File: config.mk
export PLATFORM = sky130hd
export DESIGN_NAME = tga_rle_pixel_decoder_core
export DESIGN_NICKNAME = d
export VERILOG_FILES = /design/src/sv/tga_rle_pkg.sv /design/src/sv/tga_rle_front.sv /design/src/sv/tga_rle_queue.sv /design/src/sv/tga_rle_back.sv /design/src/sv/tga_rle_pixel_decoder_core.sv
export SDC_FILE = /design/constraint.sdc
export NUM_CORES = 1
export LEC_CHECK = 0
export ABC_AREA = 1
export BUFFER_PORTS_ARGS = -buffer_cell sky130_fd_sc_hd__buf_2
export CORE_UTILIZATION = 36
export DETAILED_ROUTE_END_ITERATION = 6
export PLACE_DENSITY = 0.57
export SLEW_MARGIN = 20
export SYNTH_ARGS = -nofsm -noshare
export SYNTH_HDL_FRONTEND = slang
export SYNTH_SLANG_ARGS = --single-unit
File: constraint.sdc
create_clock -name clk -period 5.8 [get_ports clk]
set_input_delay 0.58 -clock clk [delete_from_list [all_inputs] [get_ports clk]]
set_output_delay 0.58 -clock clk [all_outputs]
set_load 0.01 [all_outputs]
File: src/sv/tga_rle_pkg.sv
`default_nettype none
package tga_rle_pkg;

	localparam int BYTE_W       = 8;
	localparam int COLOR_W      = 32;
	localparam int TOTAL_W      = 32;
	localparam int BPP_W        = 3;
	localparam int CFG_INDEX_W  = 1;
	localparam int CFG_DATA_W   = 32;
	localparam int QUEUE_DEPTH  = 4;
	localparam int QUEUE_PTR_W  = $clog2(QUEUE_DEPTH);
	localparam int QUEUE_CNT_W  = $clog2(QUEUE_DEPTH + 1);

	// register indexes on the configuration port
	localparam logic [CFG_INDEX_W-1:0] REG_BYTES_PER_PIXEL = 1'd0;
	localparam logic [CFG_INDEX_W-1:0] REG_PIXEL_TOTAL     = 1'd1;

	localparam logic [BPP_W-1:0]  BPP_RESET   = 3'd3;
	localparam logic [BPP_W-1:0]  BPP_ALPHA   = 3'd4;
	localparam logic [TOTAL_W-1:0] TOTAL_RESET = 32'd1;

	localparam logic [BYTE_W-1:0] RAW_LIMIT    = 8'd128;
	localparam logic [BYTE_W-1:0] REPEAT_BIAS  = 8'd127;

	typedef struct packed {
		logic [7:0] data_byte;
		logic       image_start;
	} in_item_t;

	typedef struct packed {
		logic [7:0] red;
		logic [7:0] green;
		logic [7:0] blue;
		logic [7:0] alpha;
		logic [7:0] run_count;
		logic       run_clamped;
		logic       last_run;
	} out_item_t;

	// what the front hands to the back for each byte that matters downstream
	typedef struct packed {
		logic       start;
		logic       pixel;
		logic [7:0] red;
		logic [7:0] green;
		logic [7:0] blue;
		logic [7:0] alpha;
		logic [7:0] count;
	} event_t;

endpackage
`default_nettype wire

File: src/sv/tga_rle_front.sv
`default_nettype none
module tga_rle_front (
	input  wire logic                          clk,
	input  wire logic                          arst_n,
	input  wire logic                          fire,
	input  wire tga_rle_pkg::in_item_t         item,
	input  wire logic [tga_rle_pkg::BPP_W-1:0] bytes_per_pixel,
	output logic                               push,
	output tga_rle_pkg::event_t                push_event
);
	import tga_rle_pkg::*;

	localparam logic PH_HEADER = 1'b0;
	localparam logic PH_PIXEL  = 1'b1;

	logic                phase_q;
	logic [7:0]          packet_left_q;
	logic                repeat_q;
	logic [1:0]          bip_q;
	logic [COLOR_W-1:0]  gather_q;

	logic                phase_e;
	logic [1:0]          bip_e;
	logic [COLOR_W-1:0]  gather_e;
	logic [COLOR_W-1:0]  gather_n;
	logic                size4;
	logic                finish;
	logic [7:0]          left_dec;

	always_comb begin
		phase_e  = item.image_start ? PH_HEADER : phase_q;
		bip_e    = item.image_start ? 2'd0 : bip_q;
		gather_e = item.image_start ? '0 : gather_q;
		size4    = (bytes_per_pixel == BPP_ALPHA);
		gather_n = gather_e;
		unique case (bip_e)
			2'd0: gather_n[7:0]   = item.data_byte;
			2'd1: gather_n[15:8]  = item.data_byte;
			2'd2: gather_n[23:16] = item.data_byte;
			2'd3: gather_n[31:24] = item.data_byte;
			default: gather_n = gather_e;
		endcase
		// pixel ends once the byte index reaches the pixel size less one
		finish   = (phase_e == PH_PIXEL) &&
			!(({1'b0, bip_e} + 3'd1) < (size4 ? 3'd4 : 3'd3));
		left_dec = packet_left_q - 8'd1;
	end

	always_comb begin
		push                 = fire && (item.image_start || finish);
		push_event.start     = item.image_start;
		push_event.pixel     = finish;
		push_event.red       = gather_n[23:16];
		push_event.green     = gather_n[15:8];
		push_event.blue      = gather_n[7:0];
		push_event.alpha     = size4 ? gather_n[31:24] : 8'd0;
		push_event.count     = repeat_q ? packet_left_q : 8'd1;
	end

	always_ff @(posedge clk or negedge arst_n) begin
		if (!arst_n) begin
			phase_q       <= PH_HEADER;
			packet_left_q <= '0;
			repeat_q      <= 1'b0;
			bip_q         <= '0;
			gather_q      <= '0;
		end else if (fire) begin
			if (phase_e == PH_HEADER) begin
				if (item.data_byte < RAW_LIMIT) begin
					repeat_q      <= 1'b0;
					packet_left_q <= item.data_byte + 8'd1;
				end else begin
					repeat_q      <= 1'b1;
					packet_left_q <= item.data_byte - REPEAT_BIAS;
				end
				bip_q    <= '0;
				gather_q <= '0;
				phase_q  <= PH_PIXEL;
			end else if (!finish) begin
				bip_q    <= bip_e + 2'd1;
				gather_q <= gather_n;
			end else begin
				// once the image is done the back drops further pixels
				bip_q    <= '0;
				gather_q <= '0;
				if (repeat_q) begin
					packet_left_q <= '0;
					phase_q       <= PH_HEADER;
				end else begin
					packet_left_q <= left_dec;
					phase_q       <= (left_dec == 8'd0) ? PH_HEADER : PH_PIXEL;
				end
			end
		end
	end

endmodule
`default_nettype wire

File: src/sv/tga_rle_queue.sv
`default_nettype none
module tga_rle_queue (
	input  wire logic                clk,
	input  wire logic                arst_n,
	input  wire logic                push,
	input  wire tga_rle_pkg::event_t push_event,
	input  wire logic                pop,
	output logic                     full,
	output logic                     not_empty,
	output tga_rle_pkg::event_t      head
);
	import tga_rle_pkg::*;

	event_t                   entry_q [QUEUE_DEPTH];
	logic [QUEUE_PTR_W-1:0]   wr_ptr_q;
	logic [QUEUE_PTR_W-1:0]   rd_ptr_q;
	logic [QUEUE_CNT_W-1:0]   count_q;
	logic                     do_push;
	logic                     do_pop;

	assign full      = (count_q == QUEUE_CNT_W'(QUEUE_DEPTH));
	assign not_empty = (count_q != '0);
	assign head      = entry_q[rd_ptr_q];
	assign do_push   = push && !full;
	assign do_pop    = pop && not_empty;

	always_ff @(posedge clk) begin
		if (do_push)
			entry_q[wr_ptr_q] <= push_event;
	end

	always_ff @(posedge clk or negedge arst_n) begin
		if (!arst_n) begin
			wr_ptr_q <= '0;
			rd_ptr_q <= '0;
			count_q  <= '0;
		end else begin
			if (do_push)
				wr_ptr_q <= wr_ptr_q + QUEUE_PTR_W'(1);
			if (do_pop)
				rd_ptr_q <= rd_ptr_q + QUEUE_PTR_W'(1);
			unique case ({do_push, do_pop})
				2'b10:   count_q <= count_q + QUEUE_CNT_W'(1);
				2'b01:   count_q <= count_q - QUEUE_CNT_W'(1);
				default: count_q <= count_q;
			endcase
		end
	end

endmodule
`default_nettype wire

File: src/sv/tga_rle_back.sv
`default_nettype none
module tga_rle_back (
	input  wire logic                            clk,
	input  wire logic                            arst_n,
	input  wire logic                            avail,
	input  wire tga_rle_pkg::event_t             head,
	input  wire logic [tga_rle_pkg::TOTAL_W-1:0] pixel_total,
	output logic                                 pop,
	output logic                                 out_valid,
	input  wire logic                            out_stall,
	output tga_rle_pkg::out_item_t               out_data
);
	import tga_rle_pkg::*;

	logic                done_q;
	logic [TOTAL_W-1:0]  pixels_done_q;
	logic                out_valid_q;
	out_item_t           out_q;

	logic [TOTAL_W-1:0]  total;
	logic [TOTAL_W-1:0]  left;
	logic                exhausted;
	logic                clamp;
	logic                last;
	logic [7:0]          count;
	logic                live;
	logic                produces;
	logic                out_free;

	always_comb begin
		total     = (pixel_total == '0) ? TOTAL_RESET : pixel_total;
		exhausted = (pixels_done_q >= total);
		left      = total - pixels_done_q;
		clamp     = ({{(TOTAL_W-8){1'b0}}, head.count} > left);
		count     = clamp ? left[7:0] : head.count;
		// done + count reaches the total exactly when count covers what is left
		last      = ({{(TOTAL_W-8){1'b0}}, head.count} >= left);
		live      = head.pixel && !head.start && !done_q;
		produces  = live && !exhausted;
		out_free  = !out_valid_q || !out_stall;
		pop       = avail && (!produces || out_free);
	end

	assign out_valid = out_valid_q;
	assign out_data  = out_q;

	always_ff @(posedge clk or negedge arst_n) begin
		if (!arst_n) begin
			done_q        <= 1'b0;
			pixels_done_q <= '0;
			out_valid_q   <= 1'b0;
		end else begin
			out_valid_q <= (pop && produces) || (out_valid_q && out_stall);
			if (pop) begin
				if (head.start) begin
					done_q        <= 1'b0;
					pixels_done_q <= '0;
				end else if (live && exhausted) begin
					done_q <= 1'b1;
				end else if (produces) begin
					pixels_done_q <= pixels_done_q + {{(TOTAL_W-8){1'b0}}, count};
					if (last)
						done_q <= 1'b1;
				end
			end
		end
	end

	always_ff @(posedge clk) begin
		if (pop && produces) begin
			out_q.red         <= head.red;
			out_q.green       <= head.green;
			out_q.blue        <= head.blue;
			out_q.alpha       <= head.alpha;
			out_q.run_count   <= count;
			out_q.run_clamped <= clamp;
			out_q.last_run    <= last;
		end
	end

endmodule
`default_nettype wire

File: src/sv/tga_rle_pixel_decoder_core.sv
// run-length tga pixel decoder
// in_valid/in_stall carry one coded byte per transaction, with image_start
// set on the first header byte of a new image. out_valid/out_stall carry one
// decoded pixel per transaction: rgba, its run count, a clamp flag and a
// last-run mark on the transaction that completes the image.
// a front stage parses packet headers and gathers colour bytes, a four-deep
// event queue decouples it from the back stage, which counts pixels, clamps
// runs and holds the output register.
// throughput: one byte per cycle while the queue has room; one result per
// cycle at most, set by the output register.
// out_valid rises once the event pushed for the final colour byte of its
// pixel has passed the queue and been registered by the back stage.
// when the receiver stalls the output holds; once the queue fills, in_stall
// rises and input bytes wait.
// the user writes bytes_per_pixel (index 0), pixel_total (index 1) via
// cfg_we/cfg_index/cfg_data only while the block is idle; not enforced.
// reset sets 24-bit pixels, a total of one pixel and an empty queue.
`default_nettype none
module tga_rle_pixel_decoder_core (
	input  wire logic                                clk,
	input  wire logic                                arst_n,
	input  wire logic                                in_valid,
	output logic                                     in_stall,
	input  wire tga_rle_pkg::in_item_t               in_data,
	output logic                                     out_valid,
	input  wire logic                                out_stall,
	output tga_rle_pkg::out_item_t                   out_data,
	input  wire logic                                cfg_we,
	input  wire logic [tga_rle_pkg::CFG_INDEX_W-1:0] cfg_index,
	input  wire logic [tga_rle_pkg::CFG_DATA_W-1:0]  cfg_data
);
	import tga_rle_pkg::*;

	logic [BPP_W-1:0]   bytes_per_pixel_q;
	logic [TOTAL_W-1:0] pixel_total_q;

	logic   fire;
	logic   push;
	event_t push_event;
	logic   pop;
	logic   full;
	logic   not_empty;
	event_t head;

	assign in_stall = full;
	assign fire     = in_valid && !full;

	always_ff @(posedge clk or negedge arst_n) begin
		if (!arst_n) begin
			bytes_per_pixel_q <= BPP_RESET;
			pixel_total_q     <= TOTAL_RESET;
		end else if (cfg_we) begin
			unique case (cfg_index)
				REG_BYTES_PER_PIXEL: bytes_per_pixel_q <= cfg_data[BPP_W-1:0];
				REG_PIXEL_TOTAL:     pixel_total_q     <= cfg_data[TOTAL_W-1:0];
				default:             pixel_total_q     <= pixel_total_q;
			endcase
		end
	end

	tga_rle_front u_front (
		.clk             (clk),
		.arst_n          (arst_n),
		.fire            (fire),
		.item            (in_data),
		.bytes_per_pixel (bytes_per_pixel_q),
		.push            (push),
		.push_event      (push_event)
	);

	tga_rle_queue u_queue (
		.clk        (clk),
		.arst_n     (arst_n),
		.push       (push),
		.push_event (push_event),
		.pop        (pop),
		.full       (full),
		.not_empty  (not_empty),
		.head       (head)
	);

	tga_rle_back u_back (
		.clk         (clk),
		.arst_n      (arst_n),
		.avail       (not_empty),
		.head        (head),
		.pixel_total (pixel_total_q),
		.pop         (pop),
		.out_valid   (out_valid),
		.out_stall   (out_stall),
		.out_data    (out_data)
	);

endmodule
`default_nettype wire
# Yosys cells after proc, flatten, opt, wreduce, memory -nomap -nowiden
# Memory sizes are Yosys's and may differ from the RTL's.
# Index checks and enable logic that the tools add are counted.
dict set report classes {
  n_mux 35
  n_reduce_logical 38
  bitwise_logic 2
  n_lt_le_gt_ge 5
  n_eq_ne 9
  addsub 11
}
# cell count
set ops {}
lappend ops {{2-to-1 mux 32 bit} 7}
lappend ops {{2-to-1 mux 8 bit} 11}
lappend ops {{adder 32 x 8 -> 32 bit} 1}
lappend ops {{>= comparator 32 bit} 1}
lappend ops {{>= comparator 8 x 32 -> 1 bit} 1}
lappend ops {{greater-than comparator 8 x 32 -> 1 bit} 1}
lappend ops {{logical NOT 32 bit} 1}
lappend ops {{subtractor 32 bit} 1}
lappend ops {{logical AND 1 bit} 12}
lappend ops {{2-to-1 mux 1 bit} 12}
lappend ops {{nonzero test 3 bit} 3}
lappend ops {{adder 8 x 1 -> 8 bit (second input constant)} 1}
lappend ops {{logical NOT 1 bit} 8}
lappend ops {{logical NOT 8 bit} 1}
lappend ops {{< comparator 8 bit (second input constant)} 1}
lappend ops {{AND reduction 2 bit} 4}
lappend ops {{subtractor 8 x 1 -> 8 bit (second input constant)} 1}
lappend ops {{subtractor 8 x 7 -> 8 bit (second input constant)} 1}
lappend ops {{adder 2 x 1 -> 2 bit (second input constant)} 3}
lappend ops {{== test 2 bit (second input constant)} 3}
lappend ops {{== test 3 bit (second input constant)} 2}
lappend ops {{2-to-1 mux 2 bit} 3}
lappend ops {{one-hot mux 3 bit (2 select lines)} 1}
lappend ops {{AND reduction 3 bit} 2}
lappend ops {{12 further kinds} 18}
dict set report totals {
  word_cells 121
  input_bits 47
  n_memories 1
  ff_bits 162
  output_inout_bits 44
  ramBits 168
}
# name depth word_bits read_ports rd_clocked_by_memory_dff wr line_no
set mem_list {}
lappend mem_list {u_queue.entry_q 4 42 1 0 1 tga_rle_queue.sv:14} ;# event_t entry_q [QUEUE_DEPTH];

# Depth between registers and ports, before layout
dict set report depth {
  ltp_word 11
  ltp_mapped 36
  ltp_nobuf 35
}

# By module
# From an unflattened synthesis, not the netlist that was laid out.
dict set report unflattened {
  hier_cells 2225
  hier_area_um2 18869.3
}
# module instances area_per_inst_um2 cells_each seq_area_each_um2
set by_module_without_submodules {}
lappend by_module_without_submodules {tga_rle_queue 1 7300.8 550 5220.0}
lappend by_module_without_submodules {tga_rle_back 1 7272.0 1125 2112.0}
lappend by_module_without_submodules {tga_rle_front 1 2791.4 394 1101.1}
lappend by_module_without_submodules {tga_rle_pixel_decoder_core 1 1505.2 156 879.6}

# Worst setup path after synthesis
# OpenSTA, ideal clock, no wires.
dict set report synth_path {
  path_kind {register to register}
  start {register pixel_total_q[0]}
  end {register u_back.pixels_done_q[29]}
  synth_period_minus_slack_ns 4.784
  n_path_buf 1
  setup_time_ns 0.121
  stages_incl_launch_ff 34
  arrival_time_ns 4.663
  required_time_ns 5.679
  slack_ns 1.016
  path_cell_list {dfstp_2 > nor4_1 > nand4_1 > nor2_1 > nor2_1 > ha_1 > inv_1 > fa_1 > nand2_1 > nand3_1 > xnor2_1 > ha_1 > nand4_1 > inv_1 > nand2_1 > o211ai_1 > o21ai_0 > nor3_4 > nand3_4 > clkinv_2 > buf_8 > nand2_2 > o21ai_2 > inv_2 > ha_1 > nand3_1 > nand3_1 > a21oi_1 > o21ai_1 > nand4_1 > nor3_1 > or2_2 > nand3_1 > o21ai_1}
}
dict set report synth_via {
  elab_chain_cells 9
  elab_cells_between_ends 19
  classes_between {add/sub: 2; order compare: 2; eq/ne: 1; mux: 5; reduce/logical: 9}
}
# item line_no
set synth_rtl {}
lappend synth_rtl {{start: declaration} tga_rle_pixel_decoder_core.sv:35} ;# logic [TOTAL_W-1:0] pixel_total_q;
lappend synth_rtl {{start signal: assignment} tga_rle_pixel_decoder_core.sv:55} ;# REG_PIXEL_TOTAL: pixel_total_q <= cfg_data[TOTAL_W-1:0];
lappend synth_rtl {{start signal: assignment} tga_rle_pixel_decoder_core.sv:56} ;# default: pixel_total_q <= pixel_total_q;
lappend synth_rtl {{logical NOT 32 bit} tga_rle_back.sv:31} ;# total = (pixel_total == '0) ? TOTAL_RESET : pixel_total;
lappend synth_rtl {{2-to-1 mux 32 bit *} tga_rle_back.sv:31}
lappend synth_rtl {{subtractor 32 bit *} tga_rle_back.sv:33} ;# left = total - pixels_done_q;
lappend synth_rtl {{greater-than comparator 8 x 32 -> 1 bit *} tga_rle_back.sv:34} ;# clamp = ({{(TOTAL_W-8){1'b0}}, head.count} > left);
lappend synth_rtl {{named net u_back.clamp} tga_rle_back.sv:23} ;# logic clamp;
lappend synth_rtl {{2-to-1 mux 8 bit *} tga_rle_back.sv:35} ;# count = clamp ? left[7:0] : head.count;
lappend synth_rtl {{named net u_back.count[2]} tga_rle_back.sv:25} ;# logic [7:0] count;
lappend synth_rtl {{adder 32 x 8 -> 32 bit *} tga_rle_back.sv:61} ;# pixels_done_q <= pixels_done_q + {{(TOTAL_W-8){1'b0}}, count};
lappend synth_rtl {{2-to-1 mux 32 bit *} tga_rle_back.sv:60} ;# end else if (produces) begin
lappend synth_rtl {{2-to-1 mux 32 bit *} tga_rle_back.sv:58} ;# end else if (live && exhausted) begin
lappend synth_rtl {{2-to-1 mux 32 bit *} tga_rle_back.sv:55} ;# if (head.start) begin
lappend synth_rtl {{end signal: assignment} tga_rle_back.sv:61}
lappend synth_rtl {{end: declaration} tga_rle_back.sv:16} ;# logic [TOTAL_W-1:0] pixels_done_q;
# The timed path passes the listed nets; every way through them passes the cells marked *. The select of a mux whose other input is x is not followed.
# A chain may end at the register's enable or synchronous reset.

# Final worst setup path
dict set report layout_path {
  start {register pixel_total_q[29]}
  end {register u_back.pixels_done_q[21]}
}
dict set report layout_via {
  elab_chain_cells 9
  elab_cells_between_ends 19
  classes_between {add/sub: 2; order compare: 2; eq/ne: 1; mux: 5; reduce/logical: 9}
}
# item line_no
set layout_rtl {}
lappend layout_rtl {{logical NOT 32 bit} tga_rle_back.sv:31}
lappend layout_rtl {{2-to-1 mux 32 bit *} tga_rle_back.sv:31}
lappend layout_rtl {{subtractor 32 bit *} tga_rle_back.sv:33}
lappend layout_rtl {{greater-than comparator 8 x 32 -> 1 bit} tga_rle_back.sv:34}
lappend layout_rtl {{2-to-1 mux 8 bit *} tga_rle_back.sv:35}
lappend layout_rtl {{named net u_back.count[6]} tga_rle_back.sv:25}
lappend layout_rtl {{adder 32 x 8 -> 32 bit *} tga_rle_back.sv:61}
lappend layout_rtl {{2-to-1 mux 32 bit *} tga_rle_back.sv:60}
lappend layout_rtl {{2-to-1 mux 32 bit *} tga_rle_back.sv:58}
lappend layout_rtl {{2-to-1 mux 32 bit *} tga_rle_back.sv:55}
# Marked as above.

==> reports/qor.txt <==
Count leader, synth: nand2_1
FF-to-FF path depth: 30
Clk slew on worst S/H paths: 0.06 ns
Max-slew violation count: 0
Diodes inserted: 0
Status: complete, no violations
Initial antenna violation count: 2
Clock skew: 0.0308 ns
GPL Wtd Cong: 0.966
Synth top area cells: edfxtp_1 (36%), dfrtp_1 (16%), nand2_1 (9.2%)
Clock latency on the worst-skew pair: 0.56 ns
Crit-path max cell delay: 0.53 ns
Max Cap Viol: 0
CTS Buffer Depth: 3
# placed instances: 2658
Cells after synthesis: 1966
Hold WC Path Type: in2reg
Die Wd: 224 µm
H-Tree Depth: 2
Area Overhead vs Synth: 13.7%
Mapped Area: 17800 µm²
Syn Area/Cell: 9.03 µm²
Grt ovf: 0
Hold depth: 2
Post-synth top area share: 0.355
Leakage power: 8.57 nW
Final nets: 2155
Worst hold slack: 0.254 ns
Clock Sink Count: 330
Core Footprint: 48700 µm²
Worst Min Path Start: cfg_data[11]
Worst Path Max Fanout: 14
HPWL Detailed: 35000 µm
TritonRoute pass-1 iters: 7
CTS root buffer: clkbuf_16
GRT Resource Usage Total: 0.194
Global-route wire length before repair: 74500 µm
Setup ws final: 0.358 ns
Worst reg2reg endpoint: u_back.pixels_done_q[21]$_DFFE_PN0P_
Port buffer count: 90
DR WL/cell: 17.7 µm
Slowest CP cell: or4_1
# IOs: 91
Mapped Nets: 2085
Measured slew at the worst slew-check pin: 0.964 ns
Pin count of the biggest net entering global routing: 69
Min cycle time layout: 5.44 ns
Multi-input logic area: 7120 µm²
Asr flop ratio synth: 0.364
Headroom to the max-slew limit: 0.357
Layout cells sized above 1: 0.156
Synthesized flop and latch total: 330
Synth warn: 0
Tcrit/Tclk final: 0.938
Worst Setup Start Kind: flip-flop
Crit Path Class: reg2reg
Hold Fails Final Rpt: 0
Most used cell along the critical path: nand2_1
Required time of the critical path: 6.23 ns
Setup Viol. Count Final: 0
Post-synthesis sequential area ratio: 0.525
Top cells by count, synth: nand2_1 (433), inv_1 (237), edfxtp_1 (210), nor2_1 (199), o21ai_0 (130)
Layout Cells excl Fill: 2729
Distinct cells, synth: 56
Vias per cell: 5.01
R2r startpoint: pixel_total_q[29]$_DFFE_PN0P_
Post-synth top flop: edfxtp_1
Pwr Density: 469 nW/µm²
Vias in the first global route: 12977
Worst Path Arrival: 5.87 ns
Num CTS Buffers: 38
Number of fill cells: 4815
Reg-to-reg setup timing slack: 0.36 ns
Rows: 81
Post-Place Worst Slack: 0.232 ns
Final Util: 0.414
Max VDD drop: 218 µV
Placed inst area: 18900 µm²
CP Capture Type: flip-flop
Hold Path End: pixel_total_q[11]$_DFFE_PN0P_
Chip height: 224 µm
Iter 0 DRT Violations: 1278
Final wirelength: 48400 µm
Post-synth EDFFs: 210
Initial Utilization: 0.364
Post-route ant nets: 0
Residual DRC: 0
Final Instance Area: 20200 µm²
Fmax achieved: 184 MHz
Clock tree from TritonCTS: yes
Die area: 50200 µm²
Area leader, netlist: edfxtp_1
Vias: 13680
Seq. cell area: 9310 µm²
stage by stage:
step / TNS, ns / total power [W]
finish: 0 / 0.00946
global route: -0.0717 / 0.0101
CTS: 0 / 0.00951
detailed placement: 0 / 0.00705
global placement: 0 / 0.00699
floorplan: 0 / 0.00596
layout make-up:
cell class,instances,share of cell area
multi-input combinational,1287,0.353
sequential,330,0.462
clock buffer,52,0.0517
clock inverter,17,0.0105
tap,664,0.0412
timing repair buffer,115,0.0327
inverter,264,0.0492
critical path, delay by kind of cell, from the launching register on:
kind	cells	cell delay, ns
compound gates	5	0.73
xor+xnor	2	0.30
fa+ha+maj	4	1.09
buf+inv	4	0.38
flops	1	0.43
simple gates	15	2.35
state kept, by name (all words and copies together), names as in the netlist:
register,cells
bytes_per_pixel_q,3
u_queue.entry_q,168
pixel_total_q,32
u_back.out_valid,1
u_front.gather_q,32
u_back.out_data,42
u_queue.rd_ptr_q,2
u_front.phase_q,1
u_front.repeat_q,1
u_front.bip_q,2
u_back.pixels_done_q,32
u_queue.count_q,3
u_queue.wr_ptr_q,2
u_back.done_q,1
u_front.packet_left_q,8
logic make-up after synthesis:
group	synth area share
AO/OA/AOI/OAI	0.101
buffers and inverters	0.0777
adder cells (fa/ha/maj)	0.0520
flip-flops	0.525
AND/OR/NAND/NOR	0.204
XOR/XNOR	0.0222
multiplexers	0.0184
report_power, final:
group,internal (W),total (W),switching [W]
registers,0.00305,0.00328,0.000225
clock network,0.00145,0.00243,0.000977
logic,0.00116,0.00376,0.00260
total,0.00566,0.00946,0.00380
placed cells by master (no fill, tap or decap), drive strengths merged, types with 5 or more instances in the layout:
cell type    n
o41ai        7
o22ai       45
xnor2        7
nor3        21
nor2       214
dfrtp      117
clkbuf      52
inv        260
a22oi        8
a31oi        5
nand2      468
edfxtp     210
nand4       22
ha          69
nand3       97
a21oi       49
o21ai      164
a32oi        8
nor4        13
buf        114
xor2        38
mux2        29
clkinv      17
worst max-delay path by stage:
| stage | startpoint | endpoint | slack (ns) | cells after the start |
|---|---|---|---|---|
| after global routing | pixel_total_q[29]$_DFFE_PN0P_ | u_back.pixels_done_q[17]$_DFFE_PN0P_ | -0.04 | 33 |
| final | pixel_total_q[29]$_DFFE_PN0P_ | u_back.pixels_done_q[21]$_DFFE_PN0P_ | 0.36 | 30 |
| after floorplan | pixel_total_q[0]$_DFFE_PN1P_ | u_back.pixels_done_q[29]$_DFFE_PN0P_ | 1.02 | 33 |
| after global placement | pixel_total_q[29]$_DFFE_PN0P_ | u_back.pixels_done_q[29]$_DFFE_PN0P_ | 0.33 | 32 |
| after CTS | pixel_total_q[29]$_DFFE_PN0P_ | u_back.pixels_done_q[29]$_DFFE_PN0P_ | 0.20 | 32 |
| after detailed placement | pixel_total_q[29]$_DFFE_PN0P_ | u_back.pixels_done_q[29]$_DFFE_PN0P_ | 0.23 | 32 |
repair_timing:
item	4_1_cts	5_1_grt
resized for setup	0	9
endpoints found under the setup margin	0	18
hold endpoints to repair	41	0
hold buffers	1	0
setup buffers	0	1
layer usage:
metal | part of all wire | GRT usage | up-vias
met1 | 0.45 | 0.267 | 6555
met2 | 0.47 | 0.310 | 380
met5 | 0 | 0 | -
met4 | 0.029 | 0.0663 | 0
li1 | - | - | 6673
met3 | 0.055 | 0.0311 | 72
(Power assumes the default switching activity.)
